`src/rtl/core/sfs_pkg.sv`:
```
// ----------------------------------------------------------------------------
// sfs_pkg
// Shared widths, codes and structs of the sprite frame sequencer.
// ----------------------------------------------------------------------------
`default_nettype none

package sfs_pkg;

	// item fields
	localparam int CMD_W     = 2;
	localparam int SLOT_W    = 6;
	localparam int FVAL_W    = 10;
	localparam int ELAPSED_W = 16;

	// result fields
	localparam int FNUM_W = 10;
	localparam int SRCX_W = 12;
	localparam int SRCY_W = 16;
	localparam int SRCX_MAX = 4095;
	localparam int SRCY_MAX = 65535;

	// configuration
	localparam int COUNT_W  = 7;
	localparam int DELAY_W  = 16;
	localparam int REPEAT_W = 9;
	localparam int PIX_W    = 13;
	localparam int PADDR_W  = 5;
	localparam int PDATA_W  = 32;

	localparam int MIN_ANIMATED = 2;

	// serial arithmetic units
	localparam int STEP_W = 6;
	localparam int SUM_W  = ELAPSED_W + 1;

	typedef enum logic [CMD_W-1:0] {
		CMD_WRITE   = 2'd0,
		CMD_TICK    = 2'd1,
		CMD_RESTART = 2'd2
	} cmd_t;

	typedef enum logic [2:0] {
		REG_FRAME_COUNT  = 3'd0,
		REG_FRAME_DELAY  = 3'd1,
		REG_REPEAT_LIMIT = 3'd2,
		REG_CELL_WIDTH   = 3'd3,
		REG_CELL_HEIGHT  = 3'd4,
		REG_SHEET_WIDTH  = 3'd5
	} reg_idx_t;

	typedef struct packed {
		logic [COUNT_W-1:0]  frame_count;
		logic [DELAY_W-1:0]  frame_delay;
		logic [REPEAT_W-1:0] repeat_limit;   // two's complement, all ones = endless
		logic [PIX_W-1:0]    cell_width;
		logic [PIX_W-1:0]    cell_height;
		logic [PIX_W-1:0]    sheet_width;
	} cfg_t;

	typedef struct packed {
		logic              start;
		logic [STEP_W-1:0] steps;
	} unit_ctl_t;

	typedef struct packed {
		logic busy;
		logic done;
	} unit_sts_t;

endpackage

`default_nettype wire

```
`src/rtl/core/sfs_regs.sv`:
```
// ----------------------------------------------------------------------------
// sfs_regs
// APB register bank holding the animation and sheet geometry settings.
// ----------------------------------------------------------------------------
`default_nettype none

module sfs_regs (
	input  logic                         clk,
	input  logic                         arst_n,
	input  logic                         psel,
	input  logic                         penable,
	input  logic                         pwrite,
	input  logic [sfs_pkg::PADDR_W-1:0]  paddr,
	input  logic [sfs_pkg::PDATA_W-1:0]  pwdata,
	output logic [sfs_pkg::PDATA_W-1:0]  prdata,
	output sfs_pkg::cfg_t                cfg
);
	import sfs_pkg::*;

	cfg_t     cfg_q;
	reg_idx_t reg_idx;
	logic     wr_en;

	assign reg_idx = reg_idx_t'(paddr[PADDR_W-1:2]);
	assign wr_en   = psel && penable && pwrite;
	assign cfg     = cfg_q;

	always_ff @(posedge clk or negedge arst_n) begin
		if (!arst_n) begin
			cfg_q.frame_count  <= COUNT_W'(1);
			cfg_q.frame_delay  <= DELAY_W'(1);
			cfg_q.repeat_limit <= '1;
			cfg_q.cell_width   <= PIX_W'(16);
			cfg_q.cell_height  <= PIX_W'(16);
			cfg_q.sheet_width  <= PIX_W'(256);
		end else if (wr_en) begin
			case (reg_idx)
				REG_FRAME_COUNT:  cfg_q.frame_count  <= pwdata[COUNT_W-1:0];
				REG_FRAME_DELAY:  cfg_q.frame_delay  <= pwdata[DELAY_W-1:0];
				REG_REPEAT_LIMIT: cfg_q.repeat_limit <= pwdata[REPEAT_W-1:0];
				REG_CELL_WIDTH:   cfg_q.cell_width   <= pwdata[PIX_W-1:0];
				REG_CELL_HEIGHT:  cfg_q.cell_height  <= pwdata[PIX_W-1:0];
				REG_SHEET_WIDTH:  cfg_q.sheet_width  <= pwdata[PIX_W-1:0];
				default: ;
			endcase
		end
	end

	always_comb begin
		case (reg_idx)
			REG_FRAME_COUNT:  prdata = PDATA_W'(cfg_q.frame_count);
			REG_FRAME_DELAY:  prdata = PDATA_W'(cfg_q.frame_delay);
			REG_REPEAT_LIMIT: prdata = PDATA_W'(cfg_q.repeat_limit);
			REG_CELL_WIDTH:   prdata = PDATA_W'(cfg_q.cell_width);
			REG_CELL_HEIGHT:  prdata = PDATA_W'(cfg_q.cell_height);
			REG_SHEET_WIDTH:  prdata = PDATA_W'(cfg_q.sheet_width);
			default:          prdata = '0;
		endcase
	end

endmodule

`default_nettype wire

```
`src/rtl/core/sfs_sdiv.sv`:
```
// ----------------------------------------------------------------------------
// sfs_sdiv
// Bit-serial restoring divider, one quotient bit per cycle.
// ----------------------------------------------------------------------------
`default_nettype none

module sfs_sdiv #(
	parameter int NW = 18,
	parameter int DW = 16
) (
	input  logic                 clk,
	input  logic                 arst_n,
	input  sfs_pkg::unit_ctl_t   ctl,
	input  logic [NW-1:0]        num,
	input  logic [DW-1:0]        den,
	output sfs_pkg::unit_sts_t   sts,
	output logic [NW-1:0]        quo,
	output logic [DW-1:0]        rem
);
	import sfs_pkg::*;

	logic [NW-1:0]     quo_q;
	logic [DW-1:0]     rem_q;
	logic [DW-1:0]     den_q;
	logic [STEP_W-1:0] cnt_q;
	logic              done_q;
	logic [DW:0]       trial;
	logic [DW:0]       diff;
	logic              fits;

	// numerator is left-aligned at start so only ctl.steps bits are walked
	assign trial = {rem_q, quo_q[NW-1]};
	assign diff  = trial - {1'b0, den_q};
	assign fits  = (trial >= {1'b0, den_q});

	always_ff @(posedge clk or negedge arst_n) begin
		if (!arst_n) begin
			quo_q  <= '0;
			rem_q  <= '0;
			den_q  <= '0;
			cnt_q  <= '0;
			done_q <= 1'b0;
		end else begin
			done_q <= 1'b0;
			if (ctl.start) begin
				quo_q <= num << (NW - int'(ctl.steps));
				rem_q <= '0;
				den_q <= den;
				cnt_q <= ctl.steps;
			end else if (cnt_q != '0) begin
				rem_q  <= fits ? diff[DW-1:0] : trial[DW-1:0];
				quo_q  <= {quo_q[NW-2:0], fits};
				cnt_q  <= cnt_q - 1'b1;
				done_q <= (cnt_q == STEP_W'(1));
			end
		end
	end

	assign sts.busy = (cnt_q != '0);
	assign sts.done = done_q;
	assign quo      = quo_q;
	assign rem      = rem_q;

endmodule

`default_nettype wire

```
`src/rtl/core/sfs_smul.sv`:
```
// ----------------------------------------------------------------------------
// sfs_smul
// Bit-serial shift-add multiplier, one multiplier bit per cycle, MSB first.
// ----------------------------------------------------------------------------
`default_nettype none

module sfs_smul #(
	parameter int A_W = 17,
	parameter int B_W = 13
) (
	input  logic                 clk,
	input  logic                 arst_n,
	input  sfs_pkg::unit_ctl_t   ctl,
	input  logic [A_W-1:0]       a,
	input  logic [B_W-1:0]       b,
	output sfs_pkg::unit_sts_t   sts,
	output logic [A_W+B_W-1:0]   prod
);
	import sfs_pkg::*;

	localparam int PW = A_W + B_W;

	logic [A_W-1:0]    a_q;
	logic [B_W-1:0]    b_q;
	logic [PW-1:0]     acc_q;
	logic [STEP_W-1:0] cnt_q;
	logic              done_q;

	always_ff @(posedge clk or negedge arst_n) begin
		if (!arst_n) begin
			a_q    <= '0;
			b_q    <= '0;
			acc_q  <= '0;
			cnt_q  <= '0;
			done_q <= 1'b0;
		end else begin
			done_q <= 1'b0;
			if (ctl.start) begin
				a_q   <= a;
				b_q   <= b << (B_W - int'(ctl.steps));
				acc_q <= '0;
				cnt_q <= ctl.steps;
			end else if (cnt_q != '0) begin
				acc_q  <= {acc_q[PW-2:0], 1'b0} + (b_q[B_W-1] ? PW'(a_q) : PW'(0));
				b_q    <= {b_q[B_W-2:0], 1'b0};
				cnt_q  <= cnt_q - 1'b1;
				done_q <= (cnt_q == STEP_W'(1));
			end
		end
	end

	assign sts.busy = (cnt_q != '0);
	assign sts.done = done_q;
	assign prod     = acc_q;

endmodule

`default_nettype wire

```
`src/rtl/core/sprite_frame_sequencer_core.sv`:
```
// ----------------------------------------------------------------------------
// sprite_frame_sequencer_core
// Frame table, timer and repeat sequencing for one animated sprite.
// ----------------------------------------------------------------------------
// A table write gives no result. A restart, a tick on a held animation or a
// tick on a single-frame animation goes straight to the table read; a normal
// tick first runs the timer division, and the wrap division as well when the
// slot wraps past the frame count. The work is done by the shared bit-serial
// divider and multiplier (one bit per cycle) that work out the timer, the wrap
// count and the sheet coordinates in turn. One item is in work at a time; a
// finished result waits in the output register while the next item is taken.
// Table entries must be written before they are shown.
`default_nettype none

module sprite_frame_sequencer_core #(
	parameter int TABLE_DEPTH = 64,
	parameter int FRAME_BITS  = 10
) (
	input  logic                           clk,
	input  logic                           arst_n,

	input  logic                           item_valid,
	output logic                           item_stall,
	input  logic [sfs_pkg::CMD_W-1:0]      command,
	input  logic [sfs_pkg::SLOT_W-1:0]     slot,
	input  logic [sfs_pkg::FVAL_W-1:0]     frame_value,
	input  logic [sfs_pkg::ELAPSED_W-1:0]  elapsed,

	output logic                           res_valid,
	input  logic                           res_stall,
	output logic [sfs_pkg::FNUM_W-1:0]     frame_number,
	output logic [sfs_pkg::SLOT_W-1:0]     frame_slot,
	output logic [sfs_pkg::SRCX_W-1:0]     source_x,
	output logic [sfs_pkg::SRCY_W-1:0]     source_y,
	output logic                           done_res,

	input  logic                           psel,
	input  logic                           penable,
	input  logic                           pwrite,
	input  logic [sfs_pkg::PADDR_W-1:0]    paddr,
	input  logic [sfs_pkg::PDATA_W-1:0]    pwdata,
	output logic [sfs_pkg::PDATA_W-1:0]    prdata,
	output logic                           pready
);
	import sfs_pkg::*;

	localparam int AW    = $clog2(TABLE_DEPTH);
	localparam int SS_W  = SUM_W + 1;
	localparam int POS_W = FRAME_BITS + PIX_W;
	localparam int NW    = (POS_W > SS_W) ? POS_W : SS_W;
	localparam int BW    = (FRAME_BITS > PIX_W) ? FRAME_BITS : PIX_W;
	localparam int MA_W  = SRCY_W + 1;
	localparam int PW    = MA_W + BW;
	localparam int RW    = SS_W + 2;

	localparam logic [STEP_W-1:0] TICK_STEPS  = STEP_W'(SUM_W);
	localparam logic [STEP_W-1:0] WRAP_STEPS  = STEP_W'(SS_W);
	localparam logic [STEP_W-1:0] POS_STEPS   = STEP_W'(POS_W);
	localparam logic [STEP_W-1:0] FRAME_STEPS = STEP_W'(FRAME_BITS);
	localparam logic [STEP_W-1:0] CELL_STEPS  = STEP_W'(PIX_W);

	typedef enum logic [2:0] {
		ST_IDLE,
		ST_DIV_T,
		ST_DIV_W,
		ST_READ,
		ST_MUL_P,
		ST_DIV_S,
		ST_MUL_Y,
		ST_OUT
	} state_t;

	cfg_t cfg;

	state_t                state_q;
	logic [DELAY_W-1:0]    residue_q;
	logic [AW-1:0]         cur_slot_q;
	logic [AW-1:0]         rd_slot_q;
	logic [REPEAT_W-1:0]   repeats_q;
	logic                  finished_q;
	logic                  done_flag_q;
	logic [ELAPSED_W-1:0]  elapsed_q;
	logic [SS_W-1:0]       slot_sum_q;
	logic [FRAME_BITS-1:0] frame_q;
	logic [SRCX_W-1:0]     x_q;
	logic [SRCY_W-1:0]     y_q;
	logic                  div_start_q;
	logic                  mul_start_q;

	logic                  res_valid_q;
	logic [FNUM_W-1:0]     frame_number_q;
	logic [SLOT_W-1:0]     frame_slot_q;
	logic [SRCX_W-1:0]     source_x_q;
	logic [SRCY_W-1:0]     source_y_q;
	logic                  done_res_q;

	logic [FRAME_BITS-1:0] table_mem [TABLE_DEPTH];
	logic [FRAME_BITS-1:0] rdata_q;
	logic                  tbl_we;

	unit_ctl_t             div_ctl;
	unit_sts_t             div_sts;
	logic [NW-1:0]         div_num;
	logic [DELAY_W-1:0]    div_den;
	logic [NW-1:0]         div_quo;
	logic [DELAY_W-1:0]    div_rem;

	unit_ctl_t             mul_ctl;
	unit_sts_t             mul_sts;
	logic [MA_W-1:0]       mul_a;
	logic [BW-1:0]         mul_b;
	logic [PW-1:0]         mul_prod;

	logic [COUNT_W-1:0]    count_eff;
	logic [DELAY_W-1:0]    delay_eff;
	logic [PIX_W-1:0]      sw_eff;
	logic [SUM_W-1:0]      time_sum;
	logic [SS_W-1:0]       slot_sum;
	logic signed [RW-1:0]  rep_left;
	logic                  endless;
	logic                  out_free;
	logic                  res_load;
	logic                  div_go;
	logic                  mul_go;
	logic [MA_W-1:0]       q_sat;
	logic [SRCX_W-1:0]     x_sat;
	logic [SRCY_W-1:0]     y_sat;

	sfs_regs u_regs (
		.clk     (clk),
		.arst_n  (arst_n),
		.psel    (psel),
		.penable (penable),
		.pwrite  (pwrite),
		.paddr   (paddr),
		.pwdata  (pwdata),
		.prdata  (prdata),
		.cfg     (cfg)
	);

	assign pready = 1'b1;

	// effective settings: zero values, and a frame count above the table depth, are clamped
	always_comb begin
		count_eff = cfg.frame_count;
		if (cfg.frame_count == '0)
			count_eff = COUNT_W'(1);
		else if (int'(cfg.frame_count) > TABLE_DEPTH)
			count_eff = COUNT_W'(TABLE_DEPTH);
	end

	assign delay_eff = (cfg.frame_delay == '0) ? DELAY_W'(1) : cfg.frame_delay;
	assign sw_eff    = (cfg.sheet_width == '0) ? PIX_W'(1) : cfg.sheet_width;

	assign time_sum = SUM_W'(residue_q) + SUM_W'(elapsed_q);
	assign slot_sum = SS_W'(cur_slot_q) + SS_W'(div_quo[SUM_W-1:0]);
	assign endless  = (repeats_q == '1);
	assign rep_left = $signed({{(RW-REPEAT_W){repeats_q[REPEAT_W-1]}}, repeats_q})
		- $signed({2'b00, div_quo[SS_W-1:0]});

	// any row above the 16-bit range saturates y unless cell height is zero
	assign q_sat = (div_quo > NW'(SRCY_MAX)) ? (MA_W'(SRCY_MAX) + MA_W'(1)) : MA_W'(div_quo);
	assign x_sat = (div_rem > DELAY_W'(SRCX_MAX)) ? SRCX_W'(SRCX_MAX) : div_rem[SRCX_W-1:0];
	assign y_sat = (mul_prod > PW'(SRCY_MAX)) ? SRCY_W'(SRCY_MAX) : mul_prod[SRCY_W-1:0];

	always_comb begin
		div_ctl.start = div_start_q;
		div_ctl.steps = POS_STEPS;
		div_num       = NW'(mul_prod);
		div_den       = DELAY_W'(sw_eff);
		case (state_q)
			ST_DIV_T: begin
				div_ctl.steps = TICK_STEPS;
				div_num       = NW'(time_sum);
				div_den       = delay_eff;
			end
			ST_DIV_W: begin
				div_ctl.steps = WRAP_STEPS;
				div_num       = NW'(slot_sum_q);
				div_den       = DELAY_W'(count_eff);
			end
			default: ;
		endcase
	end

	always_comb begin
		mul_ctl.start = mul_start_q;
		if (state_q == ST_MUL_P) begin
			mul_ctl.steps = FRAME_STEPS;
			mul_a         = MA_W'(cfg.cell_width);
			mul_b         = BW'(rdata_q);
		end else begin
			mul_ctl.steps = CELL_STEPS;
			mul_a         = q_sat;
			mul_b         = BW'(cfg.cell_height);
		end
	end

	sfs_sdiv #(
		.NW (NW),
		.DW (DELAY_W)
	) u_div (
		.clk    (clk),
		.arst_n (arst_n),
		.ctl    (div_ctl),
		.num    (div_num),
		.den    (div_den),
		.sts    (div_sts),
		.quo    (div_quo),
		.rem    (div_rem)
	);

	sfs_smul #(
		.A_W (MA_W),
		.B_W (BW)
	) u_mul (
		.clk    (clk),
		.arst_n (arst_n),
		.ctl    (mul_ctl),
		.a      (mul_a),
		.b      (mul_b),
		.sts    (mul_sts),
		.prod   (mul_prod)
	);

	assign item_stall = (state_q != ST_IDLE);
	assign tbl_we     = item_valid && !item_stall && (command == CMD_WRITE)
		&& (int'(slot) < TABLE_DEPTH);

	always_ff @(posedge clk) begin
		if (tbl_we)
			table_mem[AW'(slot)] <= FRAME_BITS'(frame_value);
		rdata_q <= table_mem[rd_slot_q];
	end

	assign out_free = !res_valid_q || !res_stall;
	assign res_load = (state_q == ST_OUT) && out_free;

	// start pulses for the serial units, registered so each is high in the first cycle of the state that needs it
	assign div_go = ((state_q == ST_IDLE) && item_valid && (command == CMD_TICK)
			&& !finished_q && (count_eff >= COUNT_W'(MIN_ANIMATED)))
		|| ((state_q == ST_DIV_T) && div_sts.done && (slot_sum >= SS_W'(count_eff)))
		|| ((state_q == ST_MUL_P) && mul_sts.done);
	assign mul_go = (state_q == ST_READ) || ((state_q == ST_DIV_S) && div_sts.done);

	always_ff @(posedge clk or negedge arst_n) begin
		if (!arst_n) begin
			state_q        <= ST_IDLE;
			residue_q      <= '0;
			cur_slot_q     <= '0;
			rd_slot_q      <= '0;
			repeats_q      <= '1;
			finished_q     <= 1'b0;
			done_flag_q    <= 1'b0;
			elapsed_q      <= '0;
			slot_sum_q     <= '0;
			frame_q        <= '0;
			x_q            <= '0;
			y_q            <= '0;
			div_start_q    <= 1'b0;
			mul_start_q    <= 1'b0;
			res_valid_q    <= 1'b0;
			frame_number_q <= '0;
			frame_slot_q   <= '0;
			source_x_q     <= '0;
			source_y_q     <= '0;
			done_res_q     <= 1'b0;
		end else begin
			div_start_q <= div_go;
			mul_start_q <= mul_go;
			res_valid_q <= res_load || (res_valid_q && res_stall);

			case (state_q)
				ST_IDLE: begin
					if (item_valid) begin
						elapsed_q <= elapsed;
						case (command)
							CMD_RESTART: begin
								cur_slot_q  <= '0;
								residue_q   <= '0;
								finished_q  <= 1'b0;
								repeats_q   <= cfg.repeat_limit;
								rd_slot_q   <= '0;
								done_flag_q <= 1'b0;
								state_q     <= ST_READ;
							end
							CMD_TICK: begin
								if (finished_q) begin
									rd_slot_q   <= cur_slot_q;
									done_flag_q <= 1'b1;
									state_q     <= ST_READ;
								end else if (count_eff < COUNT_W'(MIN_ANIMATED)) begin
									rd_slot_q   <= '0;
									done_flag_q <= 1'b0;
									state_q     <= ST_READ;
								end else begin
									state_q     <= ST_DIV_T;
								end
							end
							default: ;
						endcase
					end
				end
				ST_DIV_T: begin
					if (div_sts.done) begin
						residue_q  <= div_rem;
						slot_sum_q <= slot_sum;
						if (slot_sum >= SS_W'(count_eff)) begin
							state_q     <= ST_DIV_W;
						end else begin
							cur_slot_q  <= AW'(slot_sum);
							rd_slot_q   <= AW'(slot_sum);
							done_flag_q <= 1'b0;
							state_q     <= ST_READ;
						end
					end
				end
				ST_DIV_W: begin
					// quotient is the number of wraps, remainder the new slot
					if (div_sts.done) begin
						if (!endless && (rep_left[RW-1] || (rep_left == '0))) begin
							repeats_q   <= '0;
							finished_q  <= 1'b1;
							residue_q   <= '0;
							cur_slot_q  <= AW'(count_eff - COUNT_W'(1));
							rd_slot_q   <= AW'(count_eff - COUNT_W'(1));
							done_flag_q <= 1'b1;
						end else begin
							if (!endless)
								repeats_q <= REPEAT_W'(rep_left);
							cur_slot_q  <= AW'(div_rem);
							rd_slot_q   <= AW'(div_rem);
							done_flag_q <= 1'b0;
						end
						state_q <= ST_READ;
					end
				end
				ST_READ: begin
					state_q <= ST_MUL_P;
				end
				ST_MUL_P: begin
					if (mul_start_q)
						frame_q <= rdata_q;
					if (mul_sts.done)
						state_q <= ST_DIV_S;
				end
				ST_DIV_S: begin
					if (div_sts.done) begin
						x_q     <= x_sat;
						state_q <= ST_MUL_Y;
					end
				end
				ST_MUL_Y: begin
					if (mul_sts.done) begin
						y_q     <= y_sat;
						state_q <= ST_OUT;
					end
				end
				ST_OUT: begin
					if (out_free) begin
						frame_number_q <= FNUM_W'(frame_q);
						frame_slot_q   <= SLOT_W'(rd_slot_q);
						source_x_q     <= x_q;
						source_y_q     <= y_q;
						done_res_q     <= done_flag_q;
						state_q        <= ST_IDLE;
					end
				end
				default: state_q <= ST_IDLE;
			endcase
		end
	end

	assign res_valid    = res_valid_q;
	assign frame_number = frame_number_q;
	assign frame_slot   = frame_slot_q;
	assign source_x     = source_x_q;
	assign source_y     = source_y_q;
	assign done_res     = done_res_q;

	a_held_no_repeats: assert property (@(posedge clk) disable iff (!arst_n)
		finished_q |-> (repeats_q == '0))
		else $error("held animation with repeats left");

	a_div_start_free: assert property (@(posedge clk) disable iff (!arst_n)
		div_ctl.start |-> !div_sts.busy)
		else $error("divider started while busy");

	a_unit_done_waiting: assert property (@(posedge clk) disable iff (!arst_n)
		(div_sts.done || mul_sts.done) |-> (state_q != ST_IDLE && state_q != ST_OUT))
		else $error("arithmetic unit finished outside a wait state");

	a_result_from_out: assert property (@(posedge clk) disable iff (!arst_n)
		$rose(res_valid_q) |-> ($past(state_q) == ST_OUT))
		else $error("result loaded outside the output state");

endmodule

`default_nettype wire
```
`config.mk`:
```
export PLATFORM = sky130hd
export DESIGN_NAME = sprite_frame_sequencer_core
export DESIGN_NICKNAME = d
export VERILOG_FILES = /design/src/rtl/core/sfs_pkg.sv /design/src/rtl/core/sfs_regs.sv /design/src/rtl/core/sfs_sdiv.sv /design/src/rtl/core/sfs_smul.sv /design/src/rtl/core/sprite_frame_sequencer_core.sv
export SDC_FILE = /design/constraint.sdc
export NUM_CORES = 1
export LEC_CHECK = 0
export BUFFER_PORTS_ARGS = -buffer_cell sky130_fd_sc_hd__buf_2
export CORE_UTILIZATION = 36
export CTS_BUF_LIST = sky130_fd_sc_hd__clkbuf_8
export DETAILED_ROUTE_END_ITERATION = 7
export GPL_ROUTABILITY_DRIVEN = 1
export GPL_TIMING_DRIVEN = 0
export PLACE_DENSITY = 0.6
export SYNTH_ARGS = -nofsm -noshare
export SYNTH_HDL_FRONTEND = slang
export SYNTH_SLANG_ARGS = --single-unit
```
`constraint.sdc`:
```
create_clock -name clk -period 4.1 [get_ports clk]
set_clock_uncertainty 0.1 [all_clocks]
set_input_delay 1.23 -clock clk [delete_from_list [all_inputs] [get_ports clk]]
set_output_delay 1.23 -clock clk [all_outputs]
set_load 0.05 [all_outputs]
```
==> results of run 1 <==
[metal layers]
metal  vias up  track usage, %  share of wire [%]
met5         -               0                  0
met4         0            8.00                3.7
met3       249            4.01                7.0
met2      1068            30.7                 46
met1     14900            27.2                 43
li1      13000               -                  -
[kinds of logic (layout without fill, tap and decap cells)]
| family | after synthesis | count (layout) |
|---|---|---|
| AND/OR/NAND/NOR | 810 | 810 |
| flip-flops | 1012 | 1012 |
| XOR/XNOR | 74 | 74 |
| multiplexers | 379 | 379 |
| adder cells (fa/ha/maj) | 93 | 93 |
| other | 2 | 19 |
| AO/OA/AOI/OAI | 551 | 551 |
| buffers and inverters | 269 | 723 |
[synth_stat cells, types with 21 or more instances]
cell,n
and2_1,28
nand3_1,57
ha_1,88
edfxtp_1,640
mux2_2,140
dfrtp_1,339
mux2i_1,29
o21ai_0,75
a31oi_1,51
a22o_1,23
nand2b_1,21
nor2_1,239
xnor2_1,53
buf_1,42
a21oi_1,108
xor2_1,21
inv_1,74
nor3_1,33
clkbuf_1,128
nor2b_1,22
a21o_1,26
and3_1,31
nand2_1,275
mux4_2,210
a211oi_1,41
dfstp_2,23
o22a_1,28
[stage by stage]
stage          hold slack, ns  util (%)
3_5_place_dp            0.373      38.6
4_1_cts                 0.212      41.4
2_1_floorplan           0.346         -
6_report                0.243      41.6
3_3_place_gp            0.361      38.5
5_1_grt                 0.260      41.6
[worst max-delay path: stages (launching register included)]
cell and delay [ns]:
dfrtp_1 0.35, clkbuf_1 0.21, nor3_1 0.47, nand2_1 0.45, nor4b_2 0.39, buf_4 0.25
nand3_1 0.57, nor2_1 0.99
[state kept, by name, summed over array words and instances, names as in the netlist, 12 cells and up]
register and cells:
x_q 12, u_div.quo 23, source_x 12, u_mul.prod 30, u_mul.b_q 13, source_y 16
elapsed_q 16, u_mul.a_q 17, u_div.rem 16, y_q 16, u_div.den_q 16, u_regs.cfg 71
residue_q 16, slot_sum_q 18, table_mem 640
[cell type report]
type                            count  area [sq um]  area share (%)
Inverter                           75           289           0.552
Timing Repair Buffer              144           846            1.62
Clock buffer                      185          2550            4.87
Clock inverter                    132           782            1.49
Buffer                            187           866            1.66
Tap cell                         1650          2060            3.95
Multi-Input combinational cell   1924         16400            31.3
Antenna cell                        2          5.00         0.00957
Sequential cell                  1012         28500            54.5
[worst paths after layout]
| check | from | to | slack, ns | cells after the start |
|---|---|---|---|---|
| worst max-delay path | state_q[0] | table_mem[7][3] | -0.06 | 7 |
| worst min-delay path | arst_n | frame_number[7] | 0.24 | 1 |
| worst max register to register | state_q[0] | table_mem[7][3] | -0.06 | 7 |
| worst min register to register | slot_sum_q[13] | slot_sum_q[13] | 0.38 | 2 |
| max in group asynchronous | arst_n | u_regs.cfg[47] | 2.27 | 3 |
| min in group clk | slot_sum_q[13] | slot_sum_q[13] | 0.38 | 2 |
[power by group]
| group | switching, mW | internal, mW |
|---|---|---|
| registers | 0.232 | 11.0 |
| logic | 0.577 | 0.310 |
| clock network | 4.25 | 4.54 |
[timing repair]
item	4_1_cts	5_1_grt
endpoints found under the setup margin	90	244
gates resized for setup	40	62
pin swaps	6	7
setup buffers	6	12
gates cloned	0	1
==> results.py, run 1 <==
metrics = {
    "cells_and_area": {
        "syn2layout_area_growth_pct": 14.7,
        "fin_cells": 5311,
        "mostFrequentLayoutCells": "edfxtp_1 (640), dfrtp_1 (334), nand2_1 (275), nor2_1 (214), mux4_2 (210)",
        "final_common_cell": "edfxtp_1",
        "fin_area_sq_um": 52300,
        "fillerInstances": 11500,
        "fin_nets": 3687,
        "drive_above_1_share_pct": 24.2,
    },
    "synth": {
        "synth-xor-area-share_pct": 1.42,
        "synthArstFlopShare_pct": 35.8,
        "synth_ff_type": "edfxtp_1",
        "yosys.area_share.simple_pct": 8.22,
        "seq_area_frac_synth_pct": 62.5,
        "synthDominantCellAreaShare_pct": 42.1,
        "yosysTopAreaCell": "edfxtp_1",
        "yosys_register_bits": 1012,
        "ys_types": 85,
        "netlist_area_sq_um": 45600,
        "synth_top_family_by_area": "multiplexers",
        "syn_inst": 3190,
        "ys_top_cells_by_area": "edfxtp_1 (42%), dfrtp_1 (19%), mux4_2 (10%), mux2_2 (3.5%), ha_1 (2.4%)",
        "yosysWarnings": 0,
        "synth_mux_area_share_pct": 14.5,
        "synth_fa_ha_area_share_pct": 2.63,
        "avgSynthCellArea_sq_um": 14.3,
        "synth_edf_count": 640,
        "synth_compound_area_share_pct": 8.39,
    },
    "drt": {
        "detail_route.wirelength_um": 128000,
        "post-route-drc-count": 0,
        "drtIter0Drc": 2738,
        "dr.pass1.iters": 6,
        "drtAntennaViolNets": 0,
        "wire_per_inst_um": 24.0,
        "vias_per_cell": 5.50,
        "vias": 29200,
    },
    "floorplan": {
        "die_h_um": 358,
        "ios": 158,
        "start_util_pct": 36.3,
        "die-area_sq_um": 128000,
        "dieWidth_um": 358,
        "rows": 130,
        "fp.coreArea_sq_um": 126000,
    },
    "sta": {
        "fin_crit_ns": 4.16,
        "slew_headroom_pct": 12.0,
        "hold_viol": 0,
        "setup_violations": 40,
        "worstMarginPinSlew_ns": 1.32,
        "setup_tns_ns": -1.60,
        "grt_setup_unrepaired": "true",
        "report.final.slew_viol_count": 0,
        "fmax_mhz": 241,
        "timing.final.ws_setup_ns": -0.0569,
        "period_share_pct": 101,
    },
    "clocking": {
        "max-clock-path-buffers": 3,
        "clk_latency_ns": 0.88,
        "hold_buffers": 0,
        "root_buffer": "clkbuf_8",
        "numCtsBuffers": 172,
        "path_clk_slew_ns": 0.06,
        "cts_tree": "done",
        "htreeDepth": 4,
        "clock-sinks": 1012,
    },
    "worst_setup_path": {
        "crit_path_end_kind": "flop",
        "arrival_ns": 4.55,
        "crit_path_max_fanout": 10,
        "crit_required_ns": 4.50,
        "setup.worst_path.class": "reg2reg",
        "crit_path_start_kind": "flop",
    },
    "global_route": {
        "grt_pass1_wl_um": 188000,
        "grt-ovfl-total": 0,
        "grt_max_degree": 104,
        "grt_pass1_vias": 28700,
        "grtUsageTotal_pct": 19.8,
        "antenna_found_initial": 5,
    },
    "status": {
        "outcome": "finished with violations",
        "violations": "negative setup slack",
    },
    "worst_hold_path": {
        "min_path_type": "in2async",
    },
    "pwr": {
        "power.density_nw_per_um2": 400,
        "leakagePower_nw": 19.5,
        "vdd_drop_max_uv": 404,
        "power_mw": 20.9,
    },
    "placement": {
        "post-place-cells": 4980,
        "post-dp-hpwl_um": 89100,
        "place_ws_ns": -0.602,
        "placed_area_sq_um": 48500,
        "portBuffers": 119,
        "globalplace.congestion": 0.937,
    },
    "run": {
        "maxCapViolCount": 0,
    },
}
(Power assumes the default switching activity.)
==> run 2, diff against run 1 <==
--- a/config.mk
+++ b/config.mk
@@ -6,12 +6,14 @@
 export NUM_CORES = 1
 export LEC_CHECK = 0
 export BUFFER_PORTS_ARGS = -buffer_cell sky130_fd_sc_hd__buf_2
+export CELL_PAD_IN_SITES_DETAIL_PLACEMENT = 2
+export CELL_PAD_IN_SITES_GLOBAL_PLACEMENT = 2
 export CORE_UTILIZATION = 36
 export CTS_BUF_LIST = sky130_fd_sc_hd__clkbuf_8
 export DETAILED_ROUTE_END_ITERATION = 7
 export GPL_ROUTABILITY_DRIVEN = 1
 export GPL_TIMING_DRIVEN = 0
-export PLACE_DENSITY = 0.6
+export PLACE_DENSITY = 0.75
 export SYNTH_ARGS = -nofsm -noshare
 export SYNTH_HDL_FRONTEND = slang
 export SYNTH_SLANG_ARGS = --single-unit
==> run 2 against run 1 <==
Against the previous run: the run still ends with negative setup slack left; design area rose by 1.2%; clock power increased by 8.1%; hold slack better by 0.038 ns; combinational power grew 15%; largest cell class unchanged; highest routed layer is now met5.
==> results.py, run 2 (synthesis results as in run 1) <==
metrics = {
    "status": {
        "outcome": "finished with violations",
        "violations": "negative setup slack",
    },
    "sta": {
        "timing.final.ws_setup_ns": -0.0580,
        "report.final.slew_viol_count": 0,
        "fin_crit_ns": 4.16,
        "grt_setup_unrepaired": "true",
        "worstMarginPinSlew_ns": 1.43,
        "hold_viol": 0,
        "slew_headroom_pct": 4.63,
        "setup_violations": 60,
        "fmax_mhz": 241,
        "setup_tns_ns": -1.41,
        "period_share_pct": 101,
    },
    "global_route": {
        "antenna_found_initial": 20,
        "grtUsageTotal_pct": 25.0,
        "grt_pass1_vias": 32600,
        "grt-ovfl-total": 0,
        "grt_pass1_wl_um": 232000,
        "grt_max_degree": 105,
    },
    "clocking": {
        "hold_buffers": 0,
        "root_buffer": "clkbuf_8",
        "htreeDepth": 4,
        "path_clk_slew_ns": 0.06,
        "max-clock-path-buffers": 3,
        "cts_tree": "done",
        "numCtsBuffers": 174,
        "clk_latency_ns": 0.96,
        "clock-sinks": 1012,
    },
    "drt": {
        "topRoutingLayerUsed": "met5",
        "drtAntennaViolNets": 0,
        "drtIter0Drc": 2308,
        "wire_per_inst_um": 30.3,
        "vias": 30600,
        "wl_met1_um": 66900,
        "post-route-drc-count": 0,
        "detail_route.wirelength_um": 161000,
        "dr_wl_met2_um": 79000,
        "dr.pass1.iters": 5,
        "vias_per_cell": 5.74,
        "wl_met3_um": 9890,
    },
    "worst_setup_path": {
        "crit_path_cell_trace": "clkbuf_1 -> nor3_2 -> nand2_1 -> nor4b_2 -> buf_4 -> nand3_1 -> nor2_2",
        "max_stage_delay_ns": 0.83,
        "crit_path_end_kind": "flop",
        "arrival_ns": 4.59,
        "crit_slowest_cell": "nor2_2",
        "setup.worst_path.class": "reg2reg",
        "crit_path_max_fanout": 10,
        "crit_required_ns": 4.53,
        "cp_num_buf_inv": 2,
        "ff2ff_setup_slack_ns": -0.06,
        "r2r-end": "table_mem[47][3]",
        "crit_family": "simple AND/OR/NAND/NOR gates",
        "startpoint": "state_q[2]",
        "regToRegStartpoint": "state_q[2]",
        "endpoint": "table_mem[47][3]",
        "ff2ff_path_depth": 7,
        "crit_cells": 7,
        "crit_path_start_kind": "flop",
    },
    "pwr": {
        "p_seq_share_pct": 51.7,
        "p_sw_mw": 5.54,
        "power.density_nw_per_um2": 411,
        "vdd_drop_max_uv": 356,
        "power_mw": 21.8,
        "pwr-share-clk_pct": 43.6,
        "p_int_mw": 16.2,
        "swShare_pct": 25.4,
        "leakagePower_nw": 19.7,
        "p_comb_share_pct": 4.7,
    },
    "floorplan": {
        "fp.coreArea_sq_um": 126000,
        "dieWidth_um": 358,
        "die-area_sq_um": 128000,
        "die_h_um": 358,
        "rows": 130,
        "ios": 158,
        "start_util_pct": 36.3,
    },
    "cells_and_area": {
        "fin_area_sq_um": 52900,
        "drive_above_1_share_pct": 26.2,
        "final_common_cell": "edfxtp_1",
        "syn2layout_area_growth_pct": 16.1,
        "mostFrequentLayoutCells": "edfxtp_1 (640), dfrtp_1 (330), nand2_1 (275), mux4_2 (210), nor2_1 (200)",
        "final_util_pct": 42.1,
        "largest_reg_flops": 640,
        "largest_register": "table_mem",
        "fin_nets": 3704,
    },
    "run": {
        "maxCapViolCount": 0,
    },
    "placement": {
        "placed_area_sq_um": 48500,
        "portBuffers": 119,
        "globalplace.congestion": 0.905,
        "post-dp-hpwl_um": 115000,
    },
    "worst_hold_path": {
        "min_path_type": "in2async",
    },
}
## run 2: cell count changes in the layout (fill, tap and decap cells not counted), moves of 6 or more
cell	delta
clkbuf_1	-8
clkbuf_2	+7
inv_16	+8
buf_4	+30
buf_2	-15
nor2_2	+11
clkinv_1	-6
clkbuf_8	+11
nor2_1	-14
diode_2	+7
inv_1	-9
## run 2: worst min-delay path by stage
stage / startpoint / endpoint / slack, ns / cells after the start
after floorplan: slot_sum_q[2] / slot_sum_q[2] / 0.35 / 2
after global placement: elapsed_q[10] / elapsed_q[10] / 0.37 / 2
after detailed placement: elapsed_q[8] / elapsed_q[8] / 0.38 / 2
after CTS: arst_n / u_mul.prod[26] / 0.24 / 1
after global routing: arst_n / u_mul.prod[28] / 0.29 / 1
final: arst_n / source_y[2] / 0.28 / 1
## run 2: timing repair
action,CTS,global route
buffers inserted,18,17
setup endpoints to repair,706,227
pin swaps,12,14
resized for setup,115,71
## run 2: through the flow
stage	hold WS (ns)	instances	setup WS, ns
floorplan	0.346	3205	-0.206
global placement	0.365	4974	-5.98
detailed placement	0.377	4980	-0.861
CTS	0.238	5309	0.00701
global route	0.286	5329	-0.115
finish	0.280	5333	-0.0580
## run 2: layer usage
| metal | vias up | global-route usage [%] |
|---|---|---|
| met1 | 16300 | 33.0 |
| met4 | 20 | 9.37 |
| li1 | 13000 | - |
| met2 | 1011 | 41.4 |
| met5 | - | 0 |
| met3 | 302 | 4.37 |
## run 2: power groups by stage
stage	clock network, mW	logic (mW)	registers (mW)
floorplan	0	0.504	11.3
global placement	0	0.879	11.4
detailed placement	0	0.931	11.4
CTS	9.67	0.972	11.2
global route	10.1	1.09	11.3
finish	9.49	1.02	11.2
## run 2: layout make-up
cell class / count / area [sq um]
plain buffers: 186 / 885
diodes: 9 / 22.5
inverters: 75 / 304
clock inverters: 122 / 843
well taps: 1650 / 2060
repair buffers: 160 / 1000
multi-input cells: 1924 / 16600
fillers: 12400 / 72800
flip-flops and latches: 1012 / 28500
clock buffers: 195 / 2680
==> run 3, diff against run 2 <==
--- a/config.mk
+++ b/config.mk
@@ -12,7 +12,6 @@
 export CTS_BUF_LIST = sky130_fd_sc_hd__clkbuf_8
 export DETAILED_ROUTE_END_ITERATION = 7
 export GPL_ROUTABILITY_DRIVEN = 1
-export GPL_TIMING_DRIVEN = 0
 export PLACE_DENSITY = 0.75
 export SYNTH_ARGS = -nofsm -noshare
 export SYNTH_HDL_FRONTEND = slang
==> run 3 against run 2 <==
Against the previous run: the run now ends clean; register-to-register slack improved by 0.29 ns; routed wire length down 2.5%; non-clock buffer count shrank 42; maximum frequency increased by 3.3%; total power increased by 0.23%; die area unchanged; design area about the same; combinational power barely moved; global-route usage down 0.33 points; clock-buffer cell count grew 2; utilization about the same; final cell count decreased by 0.83%; critical path type is now in2out.
==> results.py, run 3 (synthesis results as in run 1) <==
metrics = {
    "sta": {
        "setup_violations": 0,
        "fin_crit_ns": 4.03,
        "hold_viol": 0,
        "worstMarginPinSlew_ns": 1.41,
        "setup_tns_ns": 0,
        "period_share_pct": 98.2,
        "fmax_mhz": 248,
        "slew_headroom_pct": 5.88,
        "report.final.slew_viol_count": 0,
        "grt_setup_unrepaired": "false",
        "whs_ns": 0.235,
    },
    "worst_setup_path": {
        "regToRegStartpoint": "repeats_q[0]",
        "crit_path_max_fanout": 15,
        "crit_required_ns": 2.77,
        "crit_path_end_kind": "output pin",
        "setup.worst_path.class": "in2out",
        "arrival_ns": 2.70,
        "crit_path_start_kind": "primary input",
        "startpoint": "paddr[2]",
    },
    "drt": {
        "drtIter0Drc": 2414,
        "dr.pass1.iters": 5,
        "wire_per_inst_um": 29.7,
        "post-route-drc-count": 0,
        "vias_per_cell": 5.72,
        "vias": 30300,
        "detail_route.wirelength_um": 157000,
        "drtAntennaViolNets": 0,
    },
    "cells_and_area": {
        "fillerInstances": 12400,
        "drive_above_1_share_pct": 26.8,
        "fin_area_sq_um": 52900,
        "final_common_cell": "edfxtp_1",
        "fin_nets": 3661,
        "largest_reg_flops": 640,
        "syn2layout_area_growth_pct": 16.0,
        "largest_register": "table_mem",
        "mostFrequentLayoutCells": "edfxtp_1 (640), dfrtp_1 (332), nand2_1 (275), nor2_1 (238), mux4_2 (210)",
    },
    "placement": {
        "placed_area_sq_um": 49300,
        "portBuffers": 122,
        "post-dp-hpwl_um": 106000,
        "globalplace.congestion": 0.862,
    },
    "clocking": {
        "numCtsBuffers": 173,
        "clk_latency_ns": 0.93,
        "path_clk_slew_ns": 0.06,
        "htreeDepth": 4,
        "hold_buffers": 0,
        "clock-sinks": 1012,
        "root_buffer": "clkbuf_8",
        "max-clock-path-buffers": 3,
        "cts_tree": "done",
    },
    "status": {
        "outcome": "finished clean",
    },
    "pwr": {
        "leakagePower_nw": 20.1,
        "power_mw": 21.8,
        "power.density_nw_per_um2": 412,
        "vdd_drop_max_uv": 353,
    },
    "global_route": {
        "grt-ovfl-total": 0,
        "grt_pass1_wl_um": 230000,
        "grt_max_degree": 84,
        "grt_pass1_vias": 32800,
        "antenna_found_initial": 19,
        "grtUsageTotal_pct": 24.7,
    },
    "floorplan": {
        "fp.coreArea_sq_um": 126000,
        "dieWidth_um": 358,
        "rows": 130,
        "die-area_sq_um": 128000,
        "start_util_pct": 36.3,
        "ios": 158,
        "die_h_um": 358,
    },
    "worst_hold_path": {
        "min_path_type": "in2async",
    },
    "run": {
        "maxCapViolCount": 0,
    },
}
[run 3: changes by cell type in the layout (fill, tap and decap cells not counted), sizes merged]
| cell | change |
|---|---|
| clkdlybuf4s15 | -7 |
| diode | -3 |
| clkinv | -1 |
| inv | +5 |
| clkinvlp | -5 |
| buf | +89 |
| clkbuf | -122 |
[run 3: repair_timing]
item | 4_1_cts | 5_1_grt
gates resized for setup | 3 | 10
setup buffers | 0 | 1
pin swaps | 0 | 3
setup endpoints to repair | 13 | 38
[run 3: final cells by class]
class	count	area [sq um]	area share, %
clock inverter	121	801	1.51
clock buffer	197	2710	5.12
timing repair buffer	304	2280	4.31
sequential	1012	28500	53.9
inverter	75	282	0.532
antenna	6	15.0	0.0284
multi-input combinational	1924	16200	30.7
tap	1650	2060	3.90
[run 3: where the power goes]
group / switching, mW / internal [mW]
combinational: 0.668 / 0.370
sequential: 0.189 / 11.0
clock: 4.70 / 4.86
total: 5.55 / 16.3
[run 3: per-layer routing]
metal  global-route usage [%]  share of wire (%)  up-vias
met5                        0              0.060        -
met4                     8.95                3.2       16
met3                     4.97                5.9      281
met2                     42.1                 50     1013
met1                     31.1                 41    16100
li1                         -                  -    12800
[run 3: stage by stage]
stage          cells  util (%)  setup WS (ns)
2_1_floorplan   3205         -         -0.206
3_3_place_gp    4964      39.2        -0.0305
3_5_place_dp    4964      39.2         -0.116
4_1_cts         5282      42.0        0.00918
5_1_grt         5284      42.1       0.000642
6_report        5289      42.1         0.0731
[run 3: final timing paths]
| path | end | cells past startpoint | slack (ns) |
|---|---|---|---|
| worst max-delay path | prdata[9] | 7 | 0.07 |
| worst min-delay path | u_div.quo[10] | 1 | 0.23 |
| worst max register to register | rd_slot_q[0] | 15 | 0.23 |
| worst min register to register | u_mul.b_q[7] | 2 | 0.37 |
| max in group asynchronous | x_q[10] | 2 | 2.78 |
| min in group clk | u_mul.b_q[7] | 2 | 0.37 |
[run 3: worst max-delay path, cell delays in order]
cell	delay (ns)
buf_2	0.19
buf_12	0.18
buf_4	0.22
nand2b_1	0.24
o22ai_2	0.27
buf_4	0.20
buf_12	0.14
